--- config.mk ---
export PLATFORM = sky130hd
export DESIGN_NAME = rgb_to_hsv_converter
export DESIGN_NICKNAME = d
export VERILOG_FILES = /design/src/hdl/rhc_pkg.sv /design/src/hdl/rgb_to_hsv_converter.sv
export VERILOG_INCLUDE_DIRS = /design/src /design/src/hdl
export SDC_FILE = /design/constraint.sdc
export NUM_CORES = 1
export LEC_CHECK = 0
export BUFFER_PORTS_ARGS = -buffer_cell sky130_fd_sc_hd__buf_2
export CORE_ASPECT_RATIO = 0.7
export CORE_MARGIN = 3
export CORE_UTILIZATION = 40
export DETAILED_ROUTE_END_ITERATION = 10
export GPL_TIMING_DRIVEN = 0
export PLACE_DENSITY = 0.59
export SYNTH_ARGS = -nofsm -noshare
export SYNTH_HDL_FRONTEND = slang
export SYNTH_SLANG_ARGS = --single-unit
--- constraint.sdc ---
create_clock -name aclk -period 6.6 [get_ports aclk]
set_input_delay 0.33 -clock aclk [delete_from_list [all_inputs] [get_ports aclk]]
set_output_delay 0.33 -clock aclk [all_outputs]
set_load 0.005 [all_outputs]
--- src/hdl/rgb_to_hsv_converter_macros.svh ---
// assertion macros for the rgb to hsv converter
// used by rgb_to_hsv_converter.sv, no other dependencies
`ifndef RGB_TO_HSV_CONVERTER_MACROS_SVH
`define RGB_TO_HSV_CONVERTER_MACROS_SVH

// same-cycle implication, disabled while in reset
`define RHC_ASSERT_IMP(lbl, clk, rstn, ante, cons) \
    lbl: assert property (@(posedge clk) disable iff (!(rstn)) (ante) |-> (cons)) \
        else $error("rhc check failed");

// next-cycle implication, disabled while in reset
`define RHC_ASSERT_NXT(lbl, clk, rstn, ante, cons) \
    lbl: assert property (@(posedge clk) disable iff (!(rstn)) (ante) |=> (cons)) \
        else $error("rhc check failed");

`endif

--- src/hdl/rhc_pkg.sv ---
// shared types and constants for the rgb to hsv converter
// no dependencies
`timescale 1ns / 1ps

package rhc_pkg;

    localparam int CH_W    = 8;
    localparam int HUE_W   = 11;
    // divider: numerator up to 512*255+255, quotient up to 256
    localparam int NUM_W   = 17;
    localparam int DEN_W   = 9;
    localparam int QUO_W   = 9;
    localparam int CMP_W   = NUM_W + 1;
    localparam int HSUM_W  = 13;

    localparam int SAT_SCALE = 510;   // twice full-scale saturation
    localparam int FRAC_SHIFT = 9;    // twice the 256 steps per sextant

    localparam logic signed [HSUM_W-1:0] HUE_OFF_RED   = 13'sd0;
    localparam logic signed [HSUM_W-1:0] HUE_OFF_GREEN = 13'sd512;
    localparam logic signed [HSUM_W-1:0] HUE_OFF_BLUE  = 13'sd1024;
    localparam logic signed [HSUM_W-1:0] HUE_TURN      = 13'sd1536;

    typedef enum logic [1:0] {
        BR_RED   = 2'd0,
        BR_GREEN = 2'd1,
        BR_BLUE  = 2'd2
    } branch_t;

    typedef struct packed {
        logic [CH_W-1:0] red;
        logic [CH_W-1:0] green;
        logic [CH_W-1:0] blue;
    } pixel_t;

    typedef struct packed {
        logic [HUE_W-1:0] hue;
        logic [CH_W-1:0]  saturation;
        logic [CH_W-1:0]  value;
    } hsv_t;

    // first stage: extremes and hue difference
    typedef struct packed {
        logic [CH_W-1:0] maxv;
        logic [CH_W-1:0] spread;
        logic [CH_W-1:0] mag;
        logic            neg;
        branch_t         branch;
    } prep_t;

    // one word in flight through the divider stages
    typedef struct packed {
        logic [NUM_W-1:0] rem_h;
        logic [NUM_W-1:0] rem_s;
        logic [DEN_W-1:0] den_h;
        logic [DEN_W-1:0] den_s;
        logic [QUO_W-1:0] quo_h;
        logic [QUO_W-1:0] quo_s;
        logic             neg;
        logic             grey;
        logic             black;
        branch_t          branch;
        logic [CH_W-1:0]  maxv;
    } div_t;

endpackage

--- src/hdl/rgb_to_hsv_converter.sv ---
// rgb to hsv converter, pipelined, one pixel per clock unless m_ready stalls the output
// depends on rhc_pkg and rgb_to_hsv_converter_macros.svh
`timescale 1ns / 1ps
`include "rgb_to_hsv_converter_macros.svh"

// usage
//  s_ channel: one rgb pixel word (red, green, blue) per valid/ready handshake
//  m_ channel: one hsv word (hue, saturation, value) per pixel, in order
//  hue is in sextants with 8 fraction bits (0..1535), saturation 255 = 1.0,
//  value is the largest channel
//  stages from accept to m_valid, in order:
//   (1 extremes stage, 1 operand stage, 9 divider stages, 1 output stage)
//  throughput: one pixel per clock while m_ready does not stall; the two long divisions (hue fraction and
//  saturation) run side by side, one quotient bit per stage
//  stall: each stage holds while the next one is full and stalled, and an
//  empty stage still takes a word, so bubbles are squeezed out and s_ready
//  only drops once every stage holds a word behind a stalled m_ready
//  reset: aresetn (synchronous, active low) empties the pipe; payload
//  registers are not reset
//  grey pixels give hue 0, black pixels give saturation 0 and hue 0
module rgb_to_hsv_converter
    import rhc_pkg::*;
(
    input  logic   aclk,
    input  logic   aresetn,
    input  logic   s_valid,
    output logic   s_ready,
    input  pixel_t s_word,
    output logic   m_valid,
    input  logic   m_ready,
    output hsv_t   m_word
);

    localparam int DIV_STAGES = QUO_W;

    // ---------------------------------------------------------------
    // handshake chain: a stage loads when empty or when it drains
    // ---------------------------------------------------------------
    logic                prep_vld_reg;
    prep_t               prep_reg;
    logic                div_vld_reg [0:DIV_STAGES];
    div_t                div_reg     [0:DIV_STAGES];
    logic                out_vld_reg;
    hsv_t                out_reg;

    logic                out_rdy;
    logic                div_rdy [0:DIV_STAGES];
    logic                prep_rdy;

    assign out_rdy = !out_vld_reg || m_ready;
    assign div_rdy[DIV_STAGES] = !div_vld_reg[DIV_STAGES] || out_rdy;

    genvar gi;
    generate
        for (gi = 0; gi < DIV_STAGES; gi++) begin : g_rdy
            assign div_rdy[gi] = !div_vld_reg[gi] || div_rdy[gi+1];
        end
    endgenerate

    assign prep_rdy = !prep_vld_reg || div_rdy[0];
    assign s_ready  = prep_rdy;

    // ---------------------------------------------------------------
    // stage 1: max, min, branch and signed hue difference
    // ---------------------------------------------------------------
    prep_t           prep_next;
    logic [CH_W-1:0] minv;
    logic [CH_W-1:0] dpos;
    logic [CH_W-1:0] dneg;

    always_comb begin
        logic [CH_W-1:0] a;
        logic [CH_W-1:0] b;
        a = '0;
        b = '0;
        prep_next.maxv = s_word.red;
        if (s_word.green > prep_next.maxv) prep_next.maxv = s_word.green;
        if (s_word.blue > prep_next.maxv) prep_next.maxv = s_word.blue;
        minv = s_word.red;
        if (s_word.green < minv) minv = s_word.green;
        if (s_word.blue < minv) minv = s_word.blue;
        prep_next.spread = prep_next.maxv - minv;

        // red wins ties, then green
        if (prep_next.maxv == s_word.red) begin
            prep_next.branch = BR_RED;
        end else if (prep_next.maxv == s_word.green) begin
            prep_next.branch = BR_GREEN;
        end else begin
            prep_next.branch = BR_BLUE;
        end

        unique case (prep_next.branch)
            BR_RED: begin
                a = s_word.green;
                b = s_word.blue;
            end
            BR_GREEN: begin
                a = s_word.blue;
                b = s_word.red;
            end
            BR_BLUE: begin
                a = s_word.red;
                b = s_word.green;
            end
            default: begin
                a = '0;
                b = '0;
            end
        endcase
        dpos = a - b;
        dneg = b - a;
        prep_next.neg = (a < b);
        prep_next.mag = prep_next.neg ? dneg : dpos;
    end

    always_ff @(posedge aclk) begin
        if (!aresetn) begin
            prep_vld_reg <= 1'b0;
        end else if (prep_rdy) begin
            prep_vld_reg <= s_valid;
        end
    end

    always_ff @(posedge aclk) begin
        if (prep_rdy && s_valid) begin
            prep_reg <= prep_next;
        end
    end

    // ---------------------------------------------------------------
    // stage 2: numerators and denominators for both divisions
    // hue frac  = (512*mag + spread) / (2*spread)   rounds ties away
    // sat       = (510*spread + max) / (2*max)      rounds ties up
    // ---------------------------------------------------------------
    div_t div_first;

    always_comb begin
        div_first.rem_h  = (NUM_W'(prep_reg.mag) << FRAC_SHIFT) + NUM_W'(prep_reg.spread);
        div_first.rem_s  = NUM_W'(prep_reg.spread) * NUM_W'(SAT_SCALE)
                         + NUM_W'(prep_reg.maxv);
        div_first.den_h  = {prep_reg.spread, 1'b0};
        div_first.den_s  = {prep_reg.maxv, 1'b0};
        div_first.quo_h  = '0;
        div_first.quo_s  = '0;
        div_first.neg    = prep_reg.neg;
        div_first.grey   = (prep_reg.spread == '0);
        div_first.black  = (prep_reg.maxv == '0);
        div_first.branch = prep_reg.branch;
        div_first.maxv   = prep_reg.maxv;
    end

    always_ff @(posedge aclk) begin
        if (!aresetn) begin
            div_vld_reg[0] <= 1'b0;
        end else if (div_rdy[0]) begin
            div_vld_reg[0] <= prep_vld_reg;
        end
    end

    always_ff @(posedge aclk) begin
        if (div_rdy[0] && prep_vld_reg) begin
            div_reg[0] <= div_first;
        end
    end

    // ---------------------------------------------------------------
    // divider stages: restoring, one quotient bit per stage, msb first
    // ---------------------------------------------------------------
    generate
        for (gi = 0; gi < DIV_STAGES; gi++) begin : g_div
            localparam int BITPOS = QUO_W - 1 - gi;
            logic [CMP_W-1:0] trial_h;
            logic [CMP_W-1:0] trial_s;
            logic             take_h;
            logic             take_s;
            div_t             div_next;

            assign trial_h = CMP_W'(div_reg[gi].den_h) << BITPOS;
            assign trial_s = CMP_W'(div_reg[gi].den_s) << BITPOS;
            assign take_h  = ({1'b0, div_reg[gi].rem_h} >= trial_h);
            assign take_s  = ({1'b0, div_reg[gi].rem_s} >= trial_s);

            always_comb begin
                div_next = div_reg[gi];
                if (take_h) begin
                    div_next.rem_h = div_reg[gi].rem_h - trial_h[NUM_W-1:0];
                    div_next.quo_h[BITPOS] = 1'b1;
                end
                if (take_s) begin
                    div_next.rem_s = div_reg[gi].rem_s - trial_s[NUM_W-1:0];
                    div_next.quo_s[BITPOS] = 1'b1;
                end
            end

            always_ff @(posedge aclk) begin
                if (!aresetn) begin
                    div_vld_reg[gi+1] <= 1'b0;
                end else if (div_rdy[gi+1]) begin
                    div_vld_reg[gi+1] <= div_vld_reg[gi];
                end
            end

            always_ff @(posedge aclk) begin
                if (div_rdy[gi+1] && div_vld_reg[gi]) begin
                    div_reg[gi+1] <= div_next;
                end
            end
        end
    endgenerate

    // ---------------------------------------------------------------
    // output stage: sextant offset, sign, wrap and special cases
    // ---------------------------------------------------------------
    div_t                     div_last;
    logic signed [HSUM_W-1:0] hue_off;
    logic signed [HSUM_W-1:0] hue_frac;
    logic signed [HSUM_W-1:0] hue_sum;
    logic signed [HSUM_W-1:0] hue_wrap;
    hsv_t                     out_next;

    assign div_last = div_reg[DIV_STAGES];

    always_comb begin
        unique case (div_last.branch)
            BR_RED:   hue_off = HUE_OFF_RED;
            BR_GREEN: hue_off = HUE_OFF_GREEN;
            BR_BLUE:  hue_off = HUE_OFF_BLUE;
            default:  hue_off = HUE_OFF_RED;
        endcase
        hue_frac = div_last.neg ? -$signed(HSUM_W'(div_last.quo_h))
                                :  $signed(HSUM_W'(div_last.quo_h));
        hue_sum  = hue_off + hue_frac;
        // only the red branch can go below zero
        hue_wrap = (hue_sum < 0) ? hue_sum + HUE_TURN : hue_sum;

        out_next.value      = div_last.maxv;
        out_next.hue        = div_last.grey ? '0 : hue_wrap[HUE_W-1:0];
        out_next.saturation = div_last.black ? '0 : div_last.quo_s[CH_W-1:0];
    end

    always_ff @(posedge aclk) begin
        if (!aresetn) begin
            out_vld_reg <= 1'b0;
        end else if (out_rdy) begin
            out_vld_reg <= div_vld_reg[DIV_STAGES];
        end
    end

    always_ff @(posedge aclk) begin
        if (out_rdy && div_vld_reg[DIV_STAGES]) begin
            out_reg <= out_next;
        end
    end

    assign m_valid = out_vld_reg;
    assign m_word  = out_reg;

    // ---------------------------------------------------------------
    // checks
    // ---------------------------------------------------------------
    `RHC_ASSERT_NXT(a_accept_enters, aclk, aresetn, s_valid && s_ready, prep_vld_reg)
    `RHC_ASSERT_IMP(a_hue_range, aclk, aresetn, m_valid, m_word.hue < 11'd1536)
    `RHC_ASSERT_IMP(a_black_pixel, aclk, aresetn, m_valid && (m_word.value == '0),
        (m_word.saturation == '0) && (m_word.hue == '0))
    `RHC_ASSERT_IMP(a_full_stall, aclk, aresetn,
        out_vld_reg && !m_ready && div_vld_reg[0] && div_vld_reg[DIV_STAGES] && prep_vld_reg
        && div_vld_reg[1] && div_vld_reg[2] && div_vld_reg[3] && div_vld_reg[4]
        && div_vld_reg[5] && div_vld_reg[6] && div_vld_reg[7] && div_vld_reg[8],
        !s_ready)

endmodule
* Word level (Yosys, flattened, before mapping)
Memory sizes are Yosys's and may differ from the RTL's.
Index checks and enable logic that the tools add are counted.
W data, S select, Z words.
** Operators by class
- Reduce and logical (&&, ||, !) cells :: 39
- Divide/modulo/power cells :: 0
- Multiply operators :: 1
- Shift operators :: 0
- $lt $le $gt $ge :: 24
- Bitwise logic cells :: 10
- Equal/unequal tests :: 6
- Add/subtract/negate cells :: 26
- Multiplexer cells :: 109
** Operator list (number)
- $mux W17 :: 18
- $mux W1 :: 79
- $pmux W8 S3 :: 2
- $mux W8 :: 5
- $add A17 B8 Y17 :: 2
- $ge A17 B10 Y1 :: 2
- $ge A17 B11 Y1 :: 2
- $ge A17 B12 Y1 :: 2
- $ge A17 B13 Y1 :: 2
- $ge A17 B14 Y1 :: 2
- $ge A17 B15 Y1 :: 2
- $ge A17 B16 Y1 :: 2
- $ge A17 B17 Y1 :: 2
- $ge A17 B9 Y1 :: 2
- $sub A17 B10 Y17 :: 2
- $sub A17 B11 Y17 :: 2
- $sub A17 B12 Y17 :: 2
- $sub A17 B13 Y17 :: 2
- $sub A17 B14 Y17 :: 2
- $sub A17 B15 Y17 :: 2
- $sub A17 B16 Y17 :: 2
- $sub A17 B17 Y17 :: 2
- $sub A17 B9 Y17 :: 2
- $lt A8 B8 Y1 :: 3
- 20 further kinds :: 70
** Word-level totals
- Input port bits :: 28
- ROM bits :: 0
- Output and inout port bits :: 29
- Latch bits :: 0
- Memories :: 2
- Bits in writable memories :: 840
- Register bits :: 56
** Memory list
- div_reg :: words 10, bits a word 83, rd ports 10, clocked after memory_dff 0, write ports 10, line rgb_to_hsv_converter.sv:42 : div_t div_reg [0:DIV_STAGES];
- div_vld_reg :: words 10, bits a word 1, rd ports 10, clocked after memory_dff 0, write ports 10, line rgb_to_hsv_converter.sv:41 : logic div_vld_reg [0:DIV_STAGES];

* Longest topological paths before layout
Gate-level depths: netlist (run 1).
- Depth after elaboration :: 16
- Gate-level depth with buffers :: 34

* Worst setup path after synthesis (run 1)
OpenSTA, ideal clock, no wires.
- Path kind :: input-to-reg
- Start :: input port s_word[20] in the netlist's numbering
- End :: register prep_reg[8] in the netlist's numbering (data pin)
- Stages on the path :: 33
- Setup slack :: 0.451 ns
- Required time :: 6.334 ns
- Arrival :: 5.883 ns
- Cell sequence :: clkbuf_1 -> inv_1 -> ha_1 -> nand4_1 -> nor2b_1 -> o21ai_1 -> nand2_1 -> clkbuf_1 -> nor2_1 -> a21oi_1 -> ha_1 -> nor2b_2 -> o211ai_1 -> a211oi_2 -> nor2_4 -> buf_4 -> o221ai_1 -> a211o_1 -> buf_6 -> buf_12 -> mux2i_1 -> a21o_1 -> ha_1 -> fa_1 -> nor2b_1 -> o21ai_1 -> a21oi_1 -> o41a_1 -> mux2_2 -> a21oi_1 -> nand2b_1 -> o221ai_1 -> xor2_1
** RTL lines
- start: declaration :: line rgb_to_hsv_converter.sv:28 : input pixel_t s_word,
- end signal: assignment :: line rgb_to_hsv_converter.sv:127 : prep_reg <= prep_next;
- end: declaration :: line rgb_to_hsv_converter.sv:40 : prep_t prep_reg;

==> metrics, run 1 <==
Worst Setup Start Kind input port; clock tree sinks 593; ys flop type edfxtp_1; layout cells sized above 1 0.0975; Slew Limit Fails 0; post-route non-filler standard cell count 3833; Static Leakage 14.0 nW; wirelength, routed 64.1 mm; category of the critical setup timing path input port to flop; Relative slew margins 0.370; part of the cycle the worst path needs 0.958; Mapped Cells 2614; Initial Utilization 0.409; die outline area 83100 um^2; final critical-path required period 6.32 ns; largest fanout of any net on the critical path 10; antenna violations before repair 0; flip-flop count of the largest register after layout 527; Worst-Skew Late Latency 0.64 ns; post-synthesis register bit count 593; number of warnings printed during yosys synthesis 0; Data arrival, critical path 6.67 ns; count of buffers inserted at the top-level ports 52; Syn Area/Cell 12.2 um^2; Max Buffers Root-to-Sink 3; Area growth, synth to finish 12.4%; number of flops mapped to enable cells by yosys 590; worst voltage drop across the vdd grid 1.65 mV; top post-synthesis cells by count 590 x edfxtp_1, 288 x inv_1, 237 x ha_1, 163 x nor2_1, 155 x nand2_1; final clock skew 0.0470 ns; IO Count 57; sequential element share of the synthesized area 0.558; Worst EP required 6.94 ns; run status finished clean; count of unique library cells instantiated by Yosys 88; floorplan core area 77800 um^2; Peak Freq 158 MHz; power per standard cell area 529 nW/um^2; critical path's largest stage delay 0.41 ns; most used standard cell by instance count after synthesis edfxtp_1; mean number of vias per cell 5.11; area share of the largest cell type after synthesis 0.557; total half-perimeter wirelength after legalization and detailed placement 48.9 mm; final antenna-violating net count 0; main area contributors after synthesis edfxtp_1 56%, ha_1 9.3%, inv_1 3.4%; global route total overflow 0; first-iteration detailed-routing DRC count 1275; via count of the first global-routing pass 19930; filler instances 6991; CTS clk-pin slew, worst paths 0.06 ns; nets 3055; cell with the biggest individual delay on the critical path fa_1; # diodes 0; routability congestion estimate from global placement 0.893; mean routed wirelength per cell 16.7 um; chip height 242 um; CTS H-tree depth 2; global-route total usage across every layer 0.154; proportion of synthesized flip-flops having asynchronous set or reset 0; hold buffer count at cts 0; TritonCTS clock tree done; Setup TNS Final 0 ns; cell chosen for the clock root clkbuf_16; DP Cell Count 3720; number of remaining DRC errors 0; Setup Viol. Count Final 0; final hold violations 0; total iterations of the first detailed-routing run 7; total of max-cap violations 0; Worst Tran Pin Value 0.945 ns; class of the tightest hold or removal check input port to flop; total standard cell area after synthesis 31800 um^2; number of buffers inserted during clock tree synthesis 58; vias 19595; wire length of the first global-routing pass 105 mm; overall die width 343 um; site row count 85; nets in the synthesized netlist 2929; maximum number of pins on one net before global-route repair 65; Final Core Density 0.459; cell type with the highest aggregate area in the netlist edfxtp_1; crit end category flop
## per-stage QoR
stage	setup slack, ns	power (mW)	area (um^2)	hold WS [ns]
CTS	0.0189	19.1	35700	0.00624
global placement	-0.831	15.3	33400	0.401
global route	-0.0222	20.3	35800	0.0270
finish	0.277	18.9	35800	0.0539
detailed placement	-0.901	15.5	33700	0.405
floorplan	0.451	13.6	31800	0.400
## worst paths after layout
kind	endpoint	slack [ns]	cells past startpoint	from
setup / recovery	prep_reg[8]$_DFFE_PP_	0.28	33	s_word[23]
hold / removal	prep_vld_reg$_SDFFE_PN0N_	0.05	3	s_valid
hold reg to reg	div_reg[3][29]$_DFFE_PP_	0.37	0	div_reg[2][29]$_DFFE_PP_
setup reg to reg	div_reg[0][65]$_DFFE_PP_	1.16	15	div_first[44]$_DFFE_PP_
## report_power, final
part,leakage (nW),internal (mW),switching [mW]
Clock,0.973,2.06,1.43
Sequential,5.52,4.92,0.163
Combinational,7.56,4.47,5.88
## worst max-delay path: cells and delay by family
kind	cells	cell delay, ns
xor+xnor	1	0.17
fa+ha+maj	4	1.27
compound gates	12	2.09
buf+inv	6	1.06
mux	2	0.50
simple gates	8	1.23
## per-layer routing
metal / track usage / vias up / wire (um) / part of all wire
met1: 0.221 / 9460 / 31100 / 0.49
met2: 0.243 / 360 / 28800 / 0.45
met5: 0 / - / 0 / 0
met4: 0.0428 / 0 / 1510 / 0.024
met3: 0.0242 / 97 / 2630 / 0.041
li1: - / 9678 / - / -
## cell families (layout without fill, tap and decap cells)
| kind of cell | Yosys count | after routing | share of synthesized area |
|---|---|---|---|
| xor+xnor | 164 | 164 | 0.0451 |
| mux | 83 | 83 | 0.0288 |
| fa+ha+maj | 287 | 287 | 0.125 |
| flops | 593 | 593 | 0.558 |
| simple gates | 666 | 666 | 0.107 |
| buf+inv | 341 | 516 | 0.0421 |
| compound gates | 480 | 480 | 0.0938 |
## timing repair
item,CTS,global route
hold endpoints to repair,0,0
pin swaps,0,2
endpoints found under the setup margin,4,7
buffers inserted,0,4
resized for setup,3,15
## cell usage in the layout, fill, tap and decap left out, drive strengths merged, types with 6 or more instances in the layout
master and count:
a211oi 13, a21boi 24, a21o 54, a21oi 146
a31oi 6, and2 17, and3 15, buf 88
bufinv 11, clkbuf 97, clkinv 24, edfxtp 590
fa 50, ha 237, inv 291, mux2 45
mux2i 38, nand2 155, nand2b 41, nand3 32
nand3b 6, nand4 32, nor2 165, nor2b 78
nor3 36, nor3b 7, nor4 19, nor4b 13
o21a 14, o21ai 142, o21bai 8, o31ai 27
or2 7, or3 23, or4 7, xnor2 88
xor2 76
## final cells by class
type | count | area (um^2) | share of cell area
sequential | 593 | 17800 | 0.497
clock buffer | 68 | 1490 | 0.0416
multi-input combinational | 1680 | 12800 | 0.358
tap | 1044 | 1310 | 0.0365
timing repair buffer | 66 | 490 | 0.0137
clock inverter | 41 | 546 | 0.0153
inverter | 290 | 1090 | 0.0304
buffer | 51 | 265 | 0.00742
Power figures use the tool's default switching activity.
==> run 2: changes to the inputs <==
Settings changed: PLACE_DENSITY 0.59 to not set, PLACE_DENSITY_LB_ADDON set to 0.1.
==> metrics, run 2 (synthesis gave the netlist of run 1 again) <==
run status finished clean; Static Leakage 14.1 nW; most used cells in the layout excluding fill and tap cells 590 x edfxtp_1, 286 x inv_1, 237 x ha_1; power per standard cell area 523 nW/um^2; mean number of vias per cell 5.09; minimum setup slack after placement -0.866 ns; nets 3061; IO Count 57; cell with the biggest individual delay on the critical path o41a_1; site row count 85; part of the cycle the worst path needs 0.954; Worst Tran Pin Value 0.963 ns; number of remaining DRC errors 0; Data arrival, critical path 6.66 ns; vias 19558; post-route total power 18.7 mW; maximum number of pins on one net before global-route repair 65; global-route total usage across every layer 0.159; CTS clk-pin slew, worst paths 0.06 ns; mean routed wirelength per cell 17.0 um; antenna violations before repair 1; CTS H-tree depth 2; min-delay src s_word[4]; Worst-Skew Late Latency 0.66 ns; crit path buf inv count 6; flip-flop count of the largest register after layout 527; final clock skew 0.0446 ns; total iterations of the first detailed-routing run 5; # diodes 0; RR Startpoint div_first[44]$_DFFE_PP_; Post-Route Hold Slack 0.254 ns; worst voltage drop across the vdd grid 3.82 mV; count of buffers inserted at the top-level ports 52; origin of the worst setup path s_word[20]; Worst Setup Slack, final 0.306 ns; category of the critical setup timing path input port to flop; wire length of the first global-routing pass 107 mm; number of buffers inserted during clock tree synthesis 60; Peak Freq 159 MHz; post-route non-filler standard cell count 3840; Area growth, synth to finish 12.4%; floorplan core area 77800 um^2; filler instances 7032; Setup Viol. Count Final 0; cell chosen for the clock root clkbuf_16; TritonCTS clock tree done; Initial Utilization 0.409; layout cells sized above 1 0.0991; routability congestion estimate from global placement 0.894; post-route cell area 35800 um^2; class of the tightest hold or removal check input port to flop; DP Cell Count 3720; final critical-path required period 6.29 ns; total of max-cap violations 0; first-iteration detailed-routing DRC count 1269; final hold violations 0; chip height 242 um; Max Buffers Root-to-Sink 3; Worst EP required 6.96 ns; die outline area 83100 um^2; wirelength, routed 65.1 mm; via count of the first global-routing pass 19602; commonest non-fill, non-tap cell in the layout edfxtp_1; global route total overflow 0; overall die width 343 um; total placed instance area 33700 um^2; total half-perimeter wirelength after legalization and detailed placement 50.2 mm; Slew Limit Fails 0; sequential standard cell area 17800 um^2; final antenna-violating net count 0; family with the most delay on the worst path compound AO/OA/AOI/OAI gates; largest fanout of any net on the critical path 10; Relative slew margins 0.356; Worst Setup Start Kind input port; clock tree sinks 593; crit end category flop; multi-input combinational cell area 12800 um^2; critical path's largest stage delay 0.48 ns
run 2: per-stage QoR:
| stage | setup TNS [ns] | util |
|---|---|---|
| floorplan | 0 | - |
| global placement | -4.32 | 0.429 |
| detailed placement | -5.13 | 0.432 |
| CTS | 0 | 0.459 |
| global route | -0.0249 | 0.460 |
| finish | 0 | 0.460 |
run 2: routing by layer:
| layer | GRT usage | vias to the layer above | wire [um] |
|---|---|---|---|
| li1 | - | 9675 | - |
| met1 | 0.241 | 9426 | 33400 |
| met2 | 0.233 | 359 | 27300 |
| met3 | 0.0310 | 98 | 2990 |
| met4 | 0.0405 | 0 | 1390 |
| met5 | 0 | - | 0 |
run 2: worst paths after layout:
check / to / slack [ns] / cells after the start
setup / recovery: prep_reg[8]$_DFFE_PP_ / 0.31 / 33
hold / removal: div_first[4]$_DFFE_PP_ / 0.25 / 3
setup reg to reg: div_reg[0][65]$_DFFE_PP_ / 1.23 / 15
hold reg to reg: div_reg[3][12]$_DFFE_PP_ / 0.38 / 0
run 2: worst min-delay path: cells and delay by family:
family / cells / cell delay [ns]
compound gates: 1 / 0.07
buf+inv: 1 / 0.17
simple gates: 1 / 0.12
run 2: where the power goes:
part | switching, mW | internal [mW]
clock | 1.46 | 1.99
combinational | 5.73 | 4.44
sequential | 0.167 | 4.93
run 2: final cells by class:
type / count / area share
Timing Repair Buffer: 70 / 0.0150
Tap cell: 1044 / 0.0365
Clock buffer: 76 / 0.0445
Inverter: 290 / 0.0304
Multi-Input combinational cell: 1680 / 0.358
Sequential cell: 593 / 0.497
Buffer: 51 / 0.00741
Clock inverter: 36 / 0.0117
run 2: repair_timing:
item,in CTS,in global routing
setup buffers,0,5
resized for setup,3,18
setup endpoints to repair,4,8
endpoints found under the hold margin,3,0
hold buffers,3,0
pin swaps,0,3
